File: src/rtl/x86e_pkg.sv
// Shared types, opcode constants and the request encoder for the x86-64 encoder.
// No dependencies; used by every module of the block.
package x86e_pkg;

   // request kinds
   typedef enum logic [1:0] {
      CMD_UD2     = 2'd0,
      CMD_MOV_IMM = 2'd1,
      CMD_MOV_REG = 2'd2,
      CMD_ADD_IMM = 2'd3
   } cmd_type;

   // operand sizes
   localparam logic [1:0] SIZE_BYTE  = 2'd0;
   localparam logic [1:0] SIZE_WORD  = 2'd1;
   localparam logic [1:0] SIZE_DWORD = 2'd2;
   localparam logic [1:0] SIZE_QWORD = 2'd3;

   // opcode and prefix bytes
   localparam logic [7:0] OP_ESC      = 8'h0F;
   localparam logic [7:0] OP_UD2      = 8'h0B;
   localparam logic [7:0] PFX_OPSIZE  = 8'h66;
   localparam logic [7:0] REX_BASE    = 8'h40;
   localparam logic [7:0] REX_B       = 8'h41;
   localparam logic [7:0] REX_W       = 8'h48;
   localparam logic [7:0] REX_WB      = 8'h49;
   localparam logic [7:0] OP_MOV_RM_I = 8'hC7;
   localparam logic [7:0] OP_MOV_R_I  = 8'hB8;
   localparam logic [7:0] OP_MOV_R8_I = 8'hB0;
   localparam logic [7:0] OP_MOV_RM_R = 8'h89;
   localparam logic [7:0] OP_MOV_RM8  = 8'h88;
   localparam logic [7:0] OP_ADD_I8S  = 8'h83;
   localparam logic [7:0] OP_ADD_I    = 8'h81;
   localparam logic [7:0] OP_ADD_I8   = 8'h80;
   localparam logic [7:0] OP_ADD_AX_I = 8'h05;
   localparam logic [7:0] OP_ADD_AL_I = 8'h04;
   localparam logic [7:0] MODRM_REG   = 8'hC0;

   localparam logic [63:0] IMM32_MAX = 64'h0000_0000_7FFF_FFFF;
   localparam logic [63:0] IMM8_MAX  = 64'h0000_0000_0000_007F;

   localparam int HDR_MAX = 4;

   // one classified instruction: up to four opcode bytes, then immediate bytes
   typedef struct packed {
      logic [HDR_MAX-1:0][7:0] hdr;      // hdr[0] goes out first
      logic [2:0]              hdr_cnt;  // 1..4
      logic [63:0]             imm;      // little-endian, low byte first
      logic [3:0]              imm_cnt;  // 0..8
   } desc_type;

   // build the descriptor for one request
   function automatic desc_type encode(input logic [1:0] cmd, input logic [1:0] size,
                                       input logic [3:0] d, input logic [3:0] s,
                                       input logic [63:0] imm);
      desc_type   r;
      logic [2:0] n;
      logic [7:0] lo;
      logic [7:0] rex;
      logic [63:0] v;
      logic [3:0] wide;
      logic       ext;
      r         = '0;
      n         = 3'd0;
      lo        = {5'd0, d[2:0]};
      ext       = d[3];
      rex       = REX_BASE | {5'd0, s[3], 1'b0, d[3]};
      r.imm     = imm;
      v         = imm;
      wide      = 4'd4;
      case (cmd_type'(cmd))
         CMD_UD2: begin
            r.hdr[0] = OP_ESC;
            r.hdr[1] = OP_UD2;
            n = 3'd2;
         end
         CMD_MOV_IMM: begin
            case (size)
               SIZE_QWORD: begin
                  r.hdr[0] = ext ? REX_WB : REX_W;
                  if (imm <= IMM32_MAX) begin
                     r.hdr[1] = OP_MOV_RM_I;
                     r.hdr[2] = MODRM_REG | lo;
                     n = 3'd3;
                     r.imm_cnt = 4'd4;
                  end else begin
                     r.hdr[1] = OP_MOV_R_I | lo;
                     n = 3'd2;
                     r.imm_cnt = 4'd8;
                  end
               end
               SIZE_DWORD: begin
                  if (ext) begin
                     r.hdr[n[1:0]] = REX_B;
                     n = n + 3'd1;
                  end
                  r.hdr[n[1:0]] = OP_MOV_R_I | lo;
                  n = n + 3'd1;
                  r.imm_cnt = 4'd4;
               end
               SIZE_WORD: begin
                  r.hdr[0] = PFX_OPSIZE;
                  n = 3'd1;
                  if (ext) begin
                     r.hdr[n[1:0]] = REX_B;
                     n = n + 3'd1;
                  end
                  r.hdr[n[1:0]] = OP_MOV_R_I | lo;
                  n = n + 3'd1;
                  r.imm_cnt = 4'd2;
               end
               default: begin
                  if (ext) begin
                     r.hdr[n[1:0]] = REX_B;
                     n = n + 3'd1;
                  end
                  r.hdr[n[1:0]] = OP_MOV_R8_I | lo;
                  n = n + 3'd1;
                  r.imm_cnt = 4'd1;
               end
            endcase
         end
         CMD_MOV_REG: begin
            case (size)
               SIZE_QWORD: begin
                  r.hdr[0] = rex | 8'h08;
                  n = 3'd1;
               end
               SIZE_BYTE: begin
                  // SPL..DIL need a bare REX
                  if (s[3] || d[3] || s[2] || d[2]) begin
                     r.hdr[0] = rex;
                     n = 3'd1;
                  end
               end
               default: begin
                  if (size == SIZE_WORD) begin
                     r.hdr[0] = PFX_OPSIZE;
                     n = 3'd1;
                  end
                  if (s[3] || d[3]) begin
                     r.hdr[n[1:0]] = rex;
                     n = n + 3'd1;
                  end
               end
            endcase
            r.hdr[n[1:0]] = (size == SIZE_BYTE) ? OP_MOV_RM8 : OP_MOV_RM_R;
            n = n + 3'd1;
            r.hdr[n[1:0]] = MODRM_REG | {2'd0, s[2:0], d[2:0]};
            n = n + 3'd1;
         end
         default: begin
            if (size == SIZE_BYTE) begin
               if (d == 4'd0) begin
                  r.hdr[0] = OP_ADD_AL_I;
                  n = 3'd1;
               end else begin
                  if (ext) begin
                     r.hdr[n[1:0]] = REX_B;
                     n = n + 3'd1;
                  end
                  r.hdr[n[1:0]] = OP_ADD_I8;
                  n = n + 3'd1;
                  r.hdr[n[1:0]] = MODRM_REG | lo;
                  n = n + 3'd1;
               end
               r.imm_cnt = 4'd1;
            end else begin
               // prefixes and the operand value the short-form test sees
               if (size == SIZE_QWORD) begin
                  r.hdr[0] = ext ? REX_WB : REX_W;
                  n = 3'd1;
               end else if (size == SIZE_DWORD) begin
                  v = {32'd0, imm[31:0]};
                  if (ext) begin
                     r.hdr[0] = REX_B;
                     n = 3'd1;
                  end
               end else begin
                  v = {48'd0, imm[15:0]};
                  wide = 4'd2;
                  r.hdr[0] = PFX_OPSIZE;
                  n = 3'd1;
                  if (ext) begin
                     r.hdr[n[1:0]] = REX_B;
                     n = n + 3'd1;
                  end
               end
               if (v <= IMM8_MAX) begin
                  r.hdr[n[1:0]] = OP_ADD_I8S;
                  n = n + 3'd1;
                  r.hdr[n[1:0]] = MODRM_REG | lo;
                  n = n + 3'd1;
                  r.imm_cnt = 4'd1;
               end else if (d == 4'd0) begin
                  r.hdr[n[1:0]] = OP_ADD_AX_I;
                  n = n + 3'd1;
                  r.imm_cnt = wide;
               end else begin
                  r.hdr[n[1:0]] = OP_ADD_I;
                  n = n + 3'd1;
                  r.hdr[n[1:0]] = MODRM_REG | lo;
                  n = n + 3'd1;
                  r.imm_cnt = wide;
               end
            end
         end
      endcase
      r.hdr_cnt = n;
      return r;
   endfunction

endpackage

File: src/rtl/x86e_front.sv
// Front end: unpacks a request word and classifies it into an instruction descriptor.
// Depends on x86e_pkg (desc_type, encode).
module x86e_front (
   input  logic                 clock,
   input  logic                 reset,
   input  logic                 req_tvalid,
   output logic                 req_tready,
   input  logic [79:0]          req_tdata,
   output logic                 push_valid,
   input  logic                 push_ready,
   output x86e_pkg::desc_type   push_desc
);
   import x86e_pkg::*;

   logic [1:0]  cmd;
   logic [1:0]  op_size;
   logic [3:0]  dest_reg;
   logic [3:0]  src_reg;
   logic [63:0] imm_value;
   logic        seen_ff;
   logic        seen_in;

   // field unpack
   assign cmd       = req_tdata[1:0];
   assign op_size   = req_tdata[3:2];
   assign dest_reg  = req_tdata[7:4];
   assign src_reg   = req_tdata[11:8];
   assign imm_value = req_tdata[75:12];

   // hold off accepting until the registered seen flag is set after reset is released
   assign seen_in = 1'b1;
   always_ff @(posedge clock) begin
      if (reset) begin
         seen_ff <= 1'b0;
      end else begin
         seen_ff <= seen_in;
      end
   end

   assign push_valid = req_tvalid && seen_ff;
   assign req_tready = push_ready && seen_ff;
   assign push_desc  = encode(cmd, op_size, dest_reg, src_reg, imm_value);
endmodule

File: src/rtl/x86e_fifo.sv
// Two-entry descriptor queue between the classifier and the byte serializer.
// Depends on x86e_pkg (desc_type).
module x86e_fifo (
   input  logic                 clock,
   input  logic                 reset,
   input  logic                 push_valid,
   output logic                 push_ready,
   input  x86e_pkg::desc_type   push_desc,
   output logic                 pop_valid,
   input  logic                 pop_ready,
   output x86e_pkg::desc_type   pop_desc
);
   import x86e_pkg::*;

   desc_type   mem_ff [2];
   logic       wr_ptr_ff;
   logic       wr_ptr_in;
   logic       rd_ptr_ff;
   logic       rd_ptr_in;
   logic [1:0] count_ff;
   logic [1:0] count_in;
   logic       do_push;
   logic       do_pop;

   assign push_ready = (count_ff != 2'd2);
   assign pop_valid  = (count_ff != 2'd0);
   assign pop_desc   = mem_ff[rd_ptr_ff];
   assign do_push    = push_valid && push_ready;
   assign do_pop     = pop_valid && pop_ready;

   // pointer and fill bookkeeping
   always_comb begin
      wr_ptr_in = do_push ? ~wr_ptr_ff : wr_ptr_ff;
      rd_ptr_in = do_pop ? ~rd_ptr_ff : rd_ptr_ff;
      count_in  = count_ff;
      if (do_push && !do_pop) begin
         count_in = count_ff + 2'd1;
      end else if (do_pop && !do_push) begin
         count_in = count_ff - 2'd1;
      end
   end

   always_ff @(posedge clock) begin
      if (reset) begin
         wr_ptr_ff <= 1'b0;
         rd_ptr_ff <= 1'b0;
         count_ff  <= 2'd0;
      end else begin
         wr_ptr_ff <= wr_ptr_in;
         rd_ptr_ff <= rd_ptr_in;
         count_ff  <= count_in;
      end
   end

   // storage, no reset
   always_ff @(posedge clock) begin
      if (do_push) begin
         mem_ff[wr_ptr_ff] <= push_desc;
      end
   end
endmodule

File: src/rtl/x86e_back.sv
// Back end: shifts a descriptor out one code byte per word, marking the last byte.
// Depends on x86e_pkg (desc_type).
module x86e_back (
   input  logic                 clock,
   input  logic                 reset,
   input  logic                 pop_valid,
   output logic                 pop_ready,
   input  x86e_pkg::desc_type   pop_desc,
   output logic                 rsp_tvalid,
   input  logic                 rsp_tready,
   output logic [7:0]           rsp_tdata,
   output logic                 rsp_tlast
);
   import x86e_pkg::*;

   logic [HDR_MAX-1:0][7:0] hdr_ff;
   logic [HDR_MAX-1:0][7:0] hdr_in;
   logic [2:0]              hdr_left_ff;
   logic [2:0]              hdr_left_in;
   logic [63:0]             imm_ff;
   logic [63:0]             imm_in;
   logic [3:0]              imm_left_ff;
   logic [3:0]              imm_left_in;
   logic                    busy_ff;
   logic                    busy_in;
   logic                    fire;
   logic                    last;
   logic                    load;

   // current byte: header bytes first, then immediate low byte first
   assign rsp_tvalid = busy_ff;
   assign rsp_tdata  = (hdr_left_ff != 3'd0) ? hdr_ff[0] : imm_ff[7:0];
   assign last       = ((hdr_left_ff == 3'd1) && (imm_left_ff == 4'd0)) ||
                       ((hdr_left_ff == 3'd0) && (imm_left_ff == 4'd1));
   assign rsp_tlast  = last;
   assign fire       = busy_ff && rsp_tready;
   assign load       = pop_valid && (!busy_ff || (fire && last));
   assign pop_ready  = !busy_ff || (fire && last);

   // shift or reload
   always_comb begin
      hdr_in      = hdr_ff;
      hdr_left_in = hdr_left_ff;
      imm_in      = imm_ff;
      imm_left_in = imm_left_ff;
      busy_in     = busy_ff;
      if (load) begin
         hdr_in      = pop_desc.hdr;
         hdr_left_in = pop_desc.hdr_cnt;
         imm_in      = pop_desc.imm;
         imm_left_in = pop_desc.imm_cnt;
         busy_in     = 1'b1;
      end else if (fire) begin
         if (last) begin
            busy_in = 1'b0;
         end
         if (hdr_left_ff != 3'd0) begin
            hdr_in      = hdr_ff >> 8;
            hdr_left_in = hdr_left_ff - 3'd1;
         end else begin
            imm_in      = imm_ff >> 8;
            imm_left_in = imm_left_ff - 4'd1;
         end
      end
   end

   always_ff @(posedge clock) begin
      if (reset) begin
         busy_ff     <= 1'b0;
         hdr_left_ff <= 3'd0;
         imm_left_ff <= 4'd0;
      end else begin
         busy_ff     <= busy_in;
         hdr_left_ff <= hdr_left_in;
         imm_left_ff <= imm_left_in;
      end
   end

   always_ff @(posedge clock) begin
      hdr_ff <= hdr_in;
      imm_ff <= imm_in;
   end
endmodule

File: src/rtl/x86_64_instruction_encoder_top.sv
// Top level of the x86-64 instruction encoder: classifier, queue and byte serializer.
// Depends on x86e_pkg, x86e_front, x86e_fifo, x86e_back.
//
// Each request word names one instruction (UD2, mov imm, mov reg, add imm) at
// 8/16/32/64 bits; the block answers with its machine code, one byte per
// rsp word, with rsp_tlast on the final byte. An instruction is 2 bytes (UD2)
// up to 10 bytes (a 64-bit move of a wide immediate) long; the byte serializer,
// which sends one byte a cycle while rsp_tready is high, sets the rate,
// and bytes of consecutive instructions follow with no gap. The classifier
// encodes a request in the cycle it is accepted and parks it in a two-entry
// queue, so up to two requests can be taken while the current one drains.
module x86_64_instruction_encoder_top (
   input  logic        clock,
   input  logic        reset,
   input  logic        req_tvalid,
   output logic        req_tready,
   // cmd[1:0], op_size[3:2], dest_reg[7:4], src_reg[11:8], imm_value[75:12], zero pad
   input  logic [79:0] req_tdata,
   output logic        rsp_tvalid,
   input  logic        rsp_tready,
   // code_byte[7:0]
   output logic [7:0]  rsp_tdata,
   // last_byte
   output logic        rsp_tlast
);
   import x86e_pkg::*;

   logic     push_valid;
   logic     push_ready;
   desc_type push_desc;
   logic     pop_valid;
   logic     pop_ready;
   desc_type pop_desc;

   x86e_front u_front (
      .clock      (clock),
      .reset      (reset),
      .req_tvalid (req_tvalid),
      .req_tready (req_tready),
      .req_tdata  (req_tdata),
      .push_valid (push_valid),
      .push_ready (push_ready),
      .push_desc  (push_desc)
   );

   x86e_fifo u_fifo (
      .clock      (clock),
      .reset      (reset),
      .push_valid (push_valid),
      .push_ready (push_ready),
      .push_desc  (push_desc),
      .pop_valid  (pop_valid),
      .pop_ready  (pop_ready),
      .pop_desc   (pop_desc)
   );

   x86e_back u_back (
      .clock      (clock),
      .reset      (reset),
      .pop_valid  (pop_valid),
      .pop_ready  (pop_ready),
      .pop_desc   (pop_desc),
      .rsp_tvalid (rsp_tvalid),
      .rsp_tready (rsp_tready),
      .rsp_tdata  (rsp_tdata),
      .rsp_tlast  (rsp_tlast)
   );
endmodule
File: config.mk
export PLATFORM = sky130hd
export DESIGN_NAME = x86_64_instruction_encoder_top
export DESIGN_NICKNAME = d
export VERILOG_FILES = /design/src/rtl/x86e_pkg.sv /design/src/rtl/x86e_front.sv /design/src/rtl/x86e_fifo.sv /design/src/rtl/x86e_back.sv /design/src/rtl/x86_64_instruction_encoder_top.sv
export SDC_FILE = /design/constraint.sdc
export NUM_CORES = 1
export LEC_CHECK = 0
export ABC_AREA = 1
export BUFFER_PORTS_ARGS = -buffer_cell sky130_fd_sc_hd__buf_2
export CORE_AREA = 5 5 155 157
export CTS_BUF_LIST = sky130_fd_sc_hd__clkbuf_4 sky130_fd_sc_hd__clkbuf_8
export CTS_CLUSTER_SIZE = 30
export DETAILED_ROUTE_END_ITERATION = 10
export DIE_AREA = 0 0 160 162
export PLACE_DENSITY_LB_ADDON = 0.3
export SYNTH_ARGS = -nofsm -noshare
export SYNTH_HDL_FRONTEND = slang
export SYNTH_SLANG_ARGS = --single-unit
export TNS_END_PERCENT = 50
File: constraint.sdc
create_clock -name clock -period 6.7 [get_ports clock]
set_clock_uncertainty 0.2 [all_clocks]
set_input_delay 0.335 -clock clock [delete_from_list [all_inputs] [get_ports clock]]
set_output_delay 0.335 -clock clock [all_outputs]
set_load 0.03 [all_outputs]
==> metrics.txt, run 1 <==
Initial Util 62.0%; core box area 0.0224 mm2; cell area after placement 0.0145 mm2; share of the yosys chip area belonging to registers 67.4%; gpl congestion 0.961; Synth top cells by count nand2_1 (368), edfxtp_1 (302), nor2_1 (159); Fin Setup TNS 0 ps; Avg Inst Size Synth 11.0 um2; Final Cycle Share 62.6%; layout cells sized above 1 13.2%; R2R Path Start u_back.hdr_left_ff[0]; number of buffers added on ports 90; RSZ-0062 raised after global routing no; cell taking the most area after synthesis edfxtp_1; CP endpoint kind register; maximum VDD drop 0.000313 V; Synth Flop Type edfxtp_1; largest cells by area after synthesis edfxtp_1 (65%), nand2_1 (10%), nor2_1 (4.3%), a31oi_1 (3.7%), ha_1 (2.6%); global-route wire length before repair 53200 um; Synth Register Bits 316; CP startpoint u_back.hdr_left_ff[0]; vias per cell 5.75; Final ANT Viol Nets 0; final instance area 0.0161 mm2; setup violators final 0; worst hold path class in2reg; Async SR Flop Fraction 0%; I/O pins 95; die area 0.0259 mm2; DRT iter0 DRCs 1177; post-synthesis cell type count 45; Setup crit start kind register; max-slew violation count 0; most numerous cell in the Yosys netlist nand2_1; placed insts 1592; worst-skew pair later-pin latency 580 ps; Tot GR Track Use 26.0%; Yosys top cell area share 65.4%; status finished clean; final wirelength 33800 um; worst hold stages 3; Die Height 162 um; Worst R2R Path Depth 10; Max-slew headroom 32.0%; antenna cells 0; Die X 160 um; synthesis-to-finish area growth 15.9%; total nets after synthesis 1376; CP Class reg2reg; largest net degree at the start of global routing 98; Via Count 10.1k; CTS tree done; yosys warns 0; Worst Path Required 6770 ps; vias in the first global route 9948; cell area after synthesis 0.0139 mm2; Cell Pwr Density 420 mW/mm2; maximum clock path buffer count 3; cell row count 55; TritonCTS Buffers 50; htree depth 2; GR Overflow Total 0; post-CTS sizing 0; EDFF count, synth 302; fin crit period 4190 ps; critical path peak fanout 97; Nets 1540; Data arrival, critical path 4260 ps; initial antenna violation count 0; DP HPWL 21100 um; Max Cap Viol 0; hold path start req_tdata[10]; RR Endpoint u_back.hdr_ff[11]; fin cells 1751; drt drc 0; R2R Setup Slk 2510 ps; routed len/inst 19.3 um; CTS clock-pin slew for the worst setup and hold paths 60 ps; DR pass1 iterations 8; Slew @ Worst Pin 1020 ps; Mapped Cells 1263; root buf cell clkbuf_8; final hold viol count 0; Max Clk Rate 0.239 GHz; clk sinks 316; worst hold endpoint u_fifo.mem_ff[0][100]; LEAKAGE 6.19 nW
-- how the worst max path moves through the flow --
| stage | end | cells past startpoint |
|---|---|---|
| after CTS | u_back.hdr_ff[11] | 10 |
| final | u_back.hdr_ff[11] | 10 |
| after detailed placement | u_back.hdr_ff[11] | 10 |
| after global placement | u_back.imm_ff[8] | 10 |
| after global routing | u_back.imm_left_ff[3] | 12 |
| after floorplan | u_fifo.mem_ff[1][0] | 4 |
-- per-layer routing --
metal / track usage [%] / part of all wire, % / wire, um / up-vias
met5: 0 / 0 / 0 / -
met4: 7.94 / 2.6 / 865 / 0
met3: 4.24 / 6.3 / 2120 / 74
met2: 45.2 / 50 / 17000 / 424
met1: 34.2 / 41 / 13800 / 4842
li1: - / - / - / 4734
-- worst max-delay path: stages, from the launching register on --
cell,delay [ps]
dfxtp_1,340
inv_1,120
ha_1,160
nand2_1,290
o21ai_1,280
nand3_1,90
nand2_1,100
nand2_2,470
inv_4,910
buf_4,690
a31oi_1,200
-- cell usage in the layout (no fill, tap or decap), types with 9 or more instances in the layout --
master,netlist,final
clkinv_1,3,19
dfxtp_1,14,13
o21ai_0,50,50
a21oi_1,44,44
inv_1,59,59
buf_2,20,90
clkbuf_4,0,15
nor2_1,159,157
dlygate4sd3_1,0,68
a31oi_1,81,81
nand2_1,368,368
clkbuf_8,1,50
buf_4,1,9
edfxtp_1,302,302
ha_1,29,29
nand3_1,37,37
-- stage by stage --
step / worst slack [ps] / util (%) / total power, mW / hold slack, ps
3_5_place_dp: 2580 / 64.6 / 5.19 / 237
6_report: 2510 / 71.9 / 6.75 / 58.5
4_1_cts: 2530 / 71.9 / 6.73 / 22.5
5_1_grt: 2110 / 71.9 / 7.13 / 51.3
2_1_floorplan: 226 / - / 4.64 / 204
3_3_place_gp: 2680 / 64.6 / 5.11 / 225
-- power breakdown --
group / internal, mW / leakage [nW] / switching [mW]
logic: 0.581 / 2.77 / 1.56
clock network: 0.789 / 0.494 / 0.727
registers: 2.90 / 2.92 / 0.194
-- cell type report --
class	count	area (um2)
clock buffer	65	801
clock inverter	26	138
fill	1500	6290
inverter	66	250
multi-input combinational	826	3970
sequential	316	9350
tap	285	357
timing repair buffer	167	1200
-- cells by family after synthesis --
kind of cell    Yosys count  synth area share, %
simple gates            582                 16.4
flops                   316                 67.4
compound gates          205                 8.74
buf+inv                 121                 4.10
fa+ha+maj                29                 2.62
mux                       6                0.433
xor+xnor                  4                0.253
-- repair_timing --
action | CTS | global route
buffers inserted | 0 | 0
endpoints found under the hold margin | 138 | 0
hold buffers | 68 | 0
-- sequential cells by signal, indices dropped and copies added, names as in the netlist, named ones only --
signal	cells
u_fifo.mem_ff	206
u_back.imm_ff	64
u_back.hdr_ff	32
u_back.imm_left_ff	4
u_back.hdr_left_ff	3
u_fifo.count_ff	2
u_back.rsp_tvalid	1
u_fifo.rd_ptr_ff	1
u_fifo.wr_ptr_ff	1
u_front.seen_ff	1
Power figures use the tool's default switching activity.
==> run 2: changes to the inputs <==
Clock period 6.7 ns to 4.05 ns, I/O delays scaled along.
==> metrics.txt, run 2 (synthesis results as in run 1) <==
Setup Buffers After CTS 0; Final ANT Viol Nets 0; grt peak-use layer met2; hold path start req_tdata[2]; DP HPWL 21900 um; fin crit period 3220 ps; placed insts 1604; worst hold path class in2reg; fin util 73.0%; number of buffers added on ports 90; Final Cycle Share 79.4%; commonest non-fill, non-tap cells in the layout nand2_1 (368), edfxtp_1 (302), nor2_1 (157); I/O pins 95; max-slew violation count 0; routed len/inst 19.6 um; Max-slew headroom 37.4%; CTS tree done; R2R Setup Slk 830 ps; initial antenna violation count 1; met1 Use GR 35.4%; status finished clean; layout cells sized above 1 14.0%; Worst Path Required 4350 ps; htree depth 2; R2R Path Start u_back.hdr_left_ff[0]; LEAKAGE 6.30 nW; fin cells 1768; Fillers 1434; cell row count 55; RSZ-0062 raised after global routing no; largest registers u_fifo.mem_ff (206), u_back.imm_ff (64), u_back.hdr_ff (32); maximum clock path buffer count 3; max reg flops 206; root buf cell clkbuf_8; vias in the first global route 10.2k; worst-skew pair later-pin latency 550 ps; DRT iter0 DRCs 873; Cell Pwr Density 697 mW/mm2; TritonCTS Buffers 47; Global Route met3 Usage 3.91%; vias per cell 5.77; final hold viol count 0; Fin Setup TNS 0 ps; CP endpoint kind register; Setup crit start kind register; Die X 160 um; CTS clock-pin slew for the worst setup and hold paths 60 ps; critical path peak fanout 35; worst hold stages 4; die area 0.0259 mm2; Via Count 10.2k; synthesis-to-finish area growth 17.7%; core box area 0.0224 mm2; area of the multi-input gates 0.00397 mm2; Slew @ Worst Pin 935 ps; global-route wire length before repair 54700 um; worst hold endpoint u_fifo.mem_ff[0][72]; RR Endpoint u_back.hdr_left_ff[2]; Tot GR Track Use 26.7%; register area 0.00935 mm2; register with the most flip-flops u_fifo.mem_ff; CP Class reg2reg; most used cell, CP nand2_1; setup violators final 0; final wirelength 34700 um; critical path's largest stage delay 550 ps; Initial Util 62.0%; met2 Use GR 46.1%; clk sinks 316; hold slack 86.0 ps; most common cell after layout, fill and taps aside nand2_1; Worst R2R Path Depth 11; Die Height 162 um; maximum VDD drop 0.000631 V; Max Cap Viol 0; critical path's slowest cell dlygate4sd3_1; DR pass1 iterations 5; Nets 1557; Data arrival, critical path 3510 ps; drt drc 0; Max Clk Rate 0.311 GHz; worst path cell trace inv_1 -> ha_1 -> nand2_1 -> clkinv_1 -> nand2_1 -> nand2_1 -> inv_1 -> buf_4 -> nand2_1 -> a21oi_1 -> dlygate4sd3_1; gpl congestion 0.970; GR Overflow Total 0; largest net degree at the start of global routing 81
-- run 2: metal layers --
layer	share of wire [%]	wire (um)	up-vias
met5	0	0	-
met4	2.8	976	0
met3	6.4	2230	75
met2	50	17300	449
met1	41	14200	4899
li1	-	-	4775
-- run 2: report_power, final --
part / total, mW / internal (mW) / switching (mW)
clock network: 2.55 / 1.36 / 1.19
registers: 5.10 / 4.78 / 0.320
logic: 3.73 / 1.08 / 2.65
-- run 2: area by class of cell --
class                   instances  area share [%]
flip-flops and latches        316            57.3
multi-input cells             826            24.3
repair buffers                187            8.85
clock buffers                  65            4.91
well taps                     285            2.18
inverters                      66            1.53
clock inverters                22           0.866
diodes                          1          0.0153
-- run 2: stage by stage --
step	power [mW]	setup WS, ps	instance area [um2]
3_3_place_gp	8.60	889	14600
6_report	11.4	834	16300
5_1_grt	12.0	648	16300
4_1_cts	11.3	872	16300
3_5_place_dp	8.74	819	14600
2_1_floorplan	7.67	-724	13900
-- run 2: timing repair --
action,4_1_cts,5_1_grt
hold endpoints to repair,170,0
resized for setup,0,0
hold buffers,76,0
-- run 2: worst max-delay path by stage --
stage                                startpoint                     to  slack (ps)  cells past startpoint
after floorplan              u_fifo.count_ff[0]    u_fifo.mem_ff[1][0]        -720                      4
after global placement             req_tdata[3]   u_fifo.mem_ff[0][77]         890                     12
after detailed placement           req_tdata[3]   u_fifo.mem_ff[0][77]         820                     12
after CTS                 u_back.hdr_left_ff[0]  u_back.hdr_left_ff[2]         870                     11
after global routing      u_back.hdr_left_ff[0]  u_back.hdr_left_ff[2]         650                     11
final                     u_back.hdr_left_ff[0]  u_back.hdr_left_ff[2]         830                     11
-- run 2: critical path: cells and delay by family (launching register included) --
family | cells | cell delay, ps
simple gates | 4 | 740
compound gates | 1 | 140
buf+inv | 5 | 1530
fa+ha+maj | 1 | 190
flops | 1 | 350
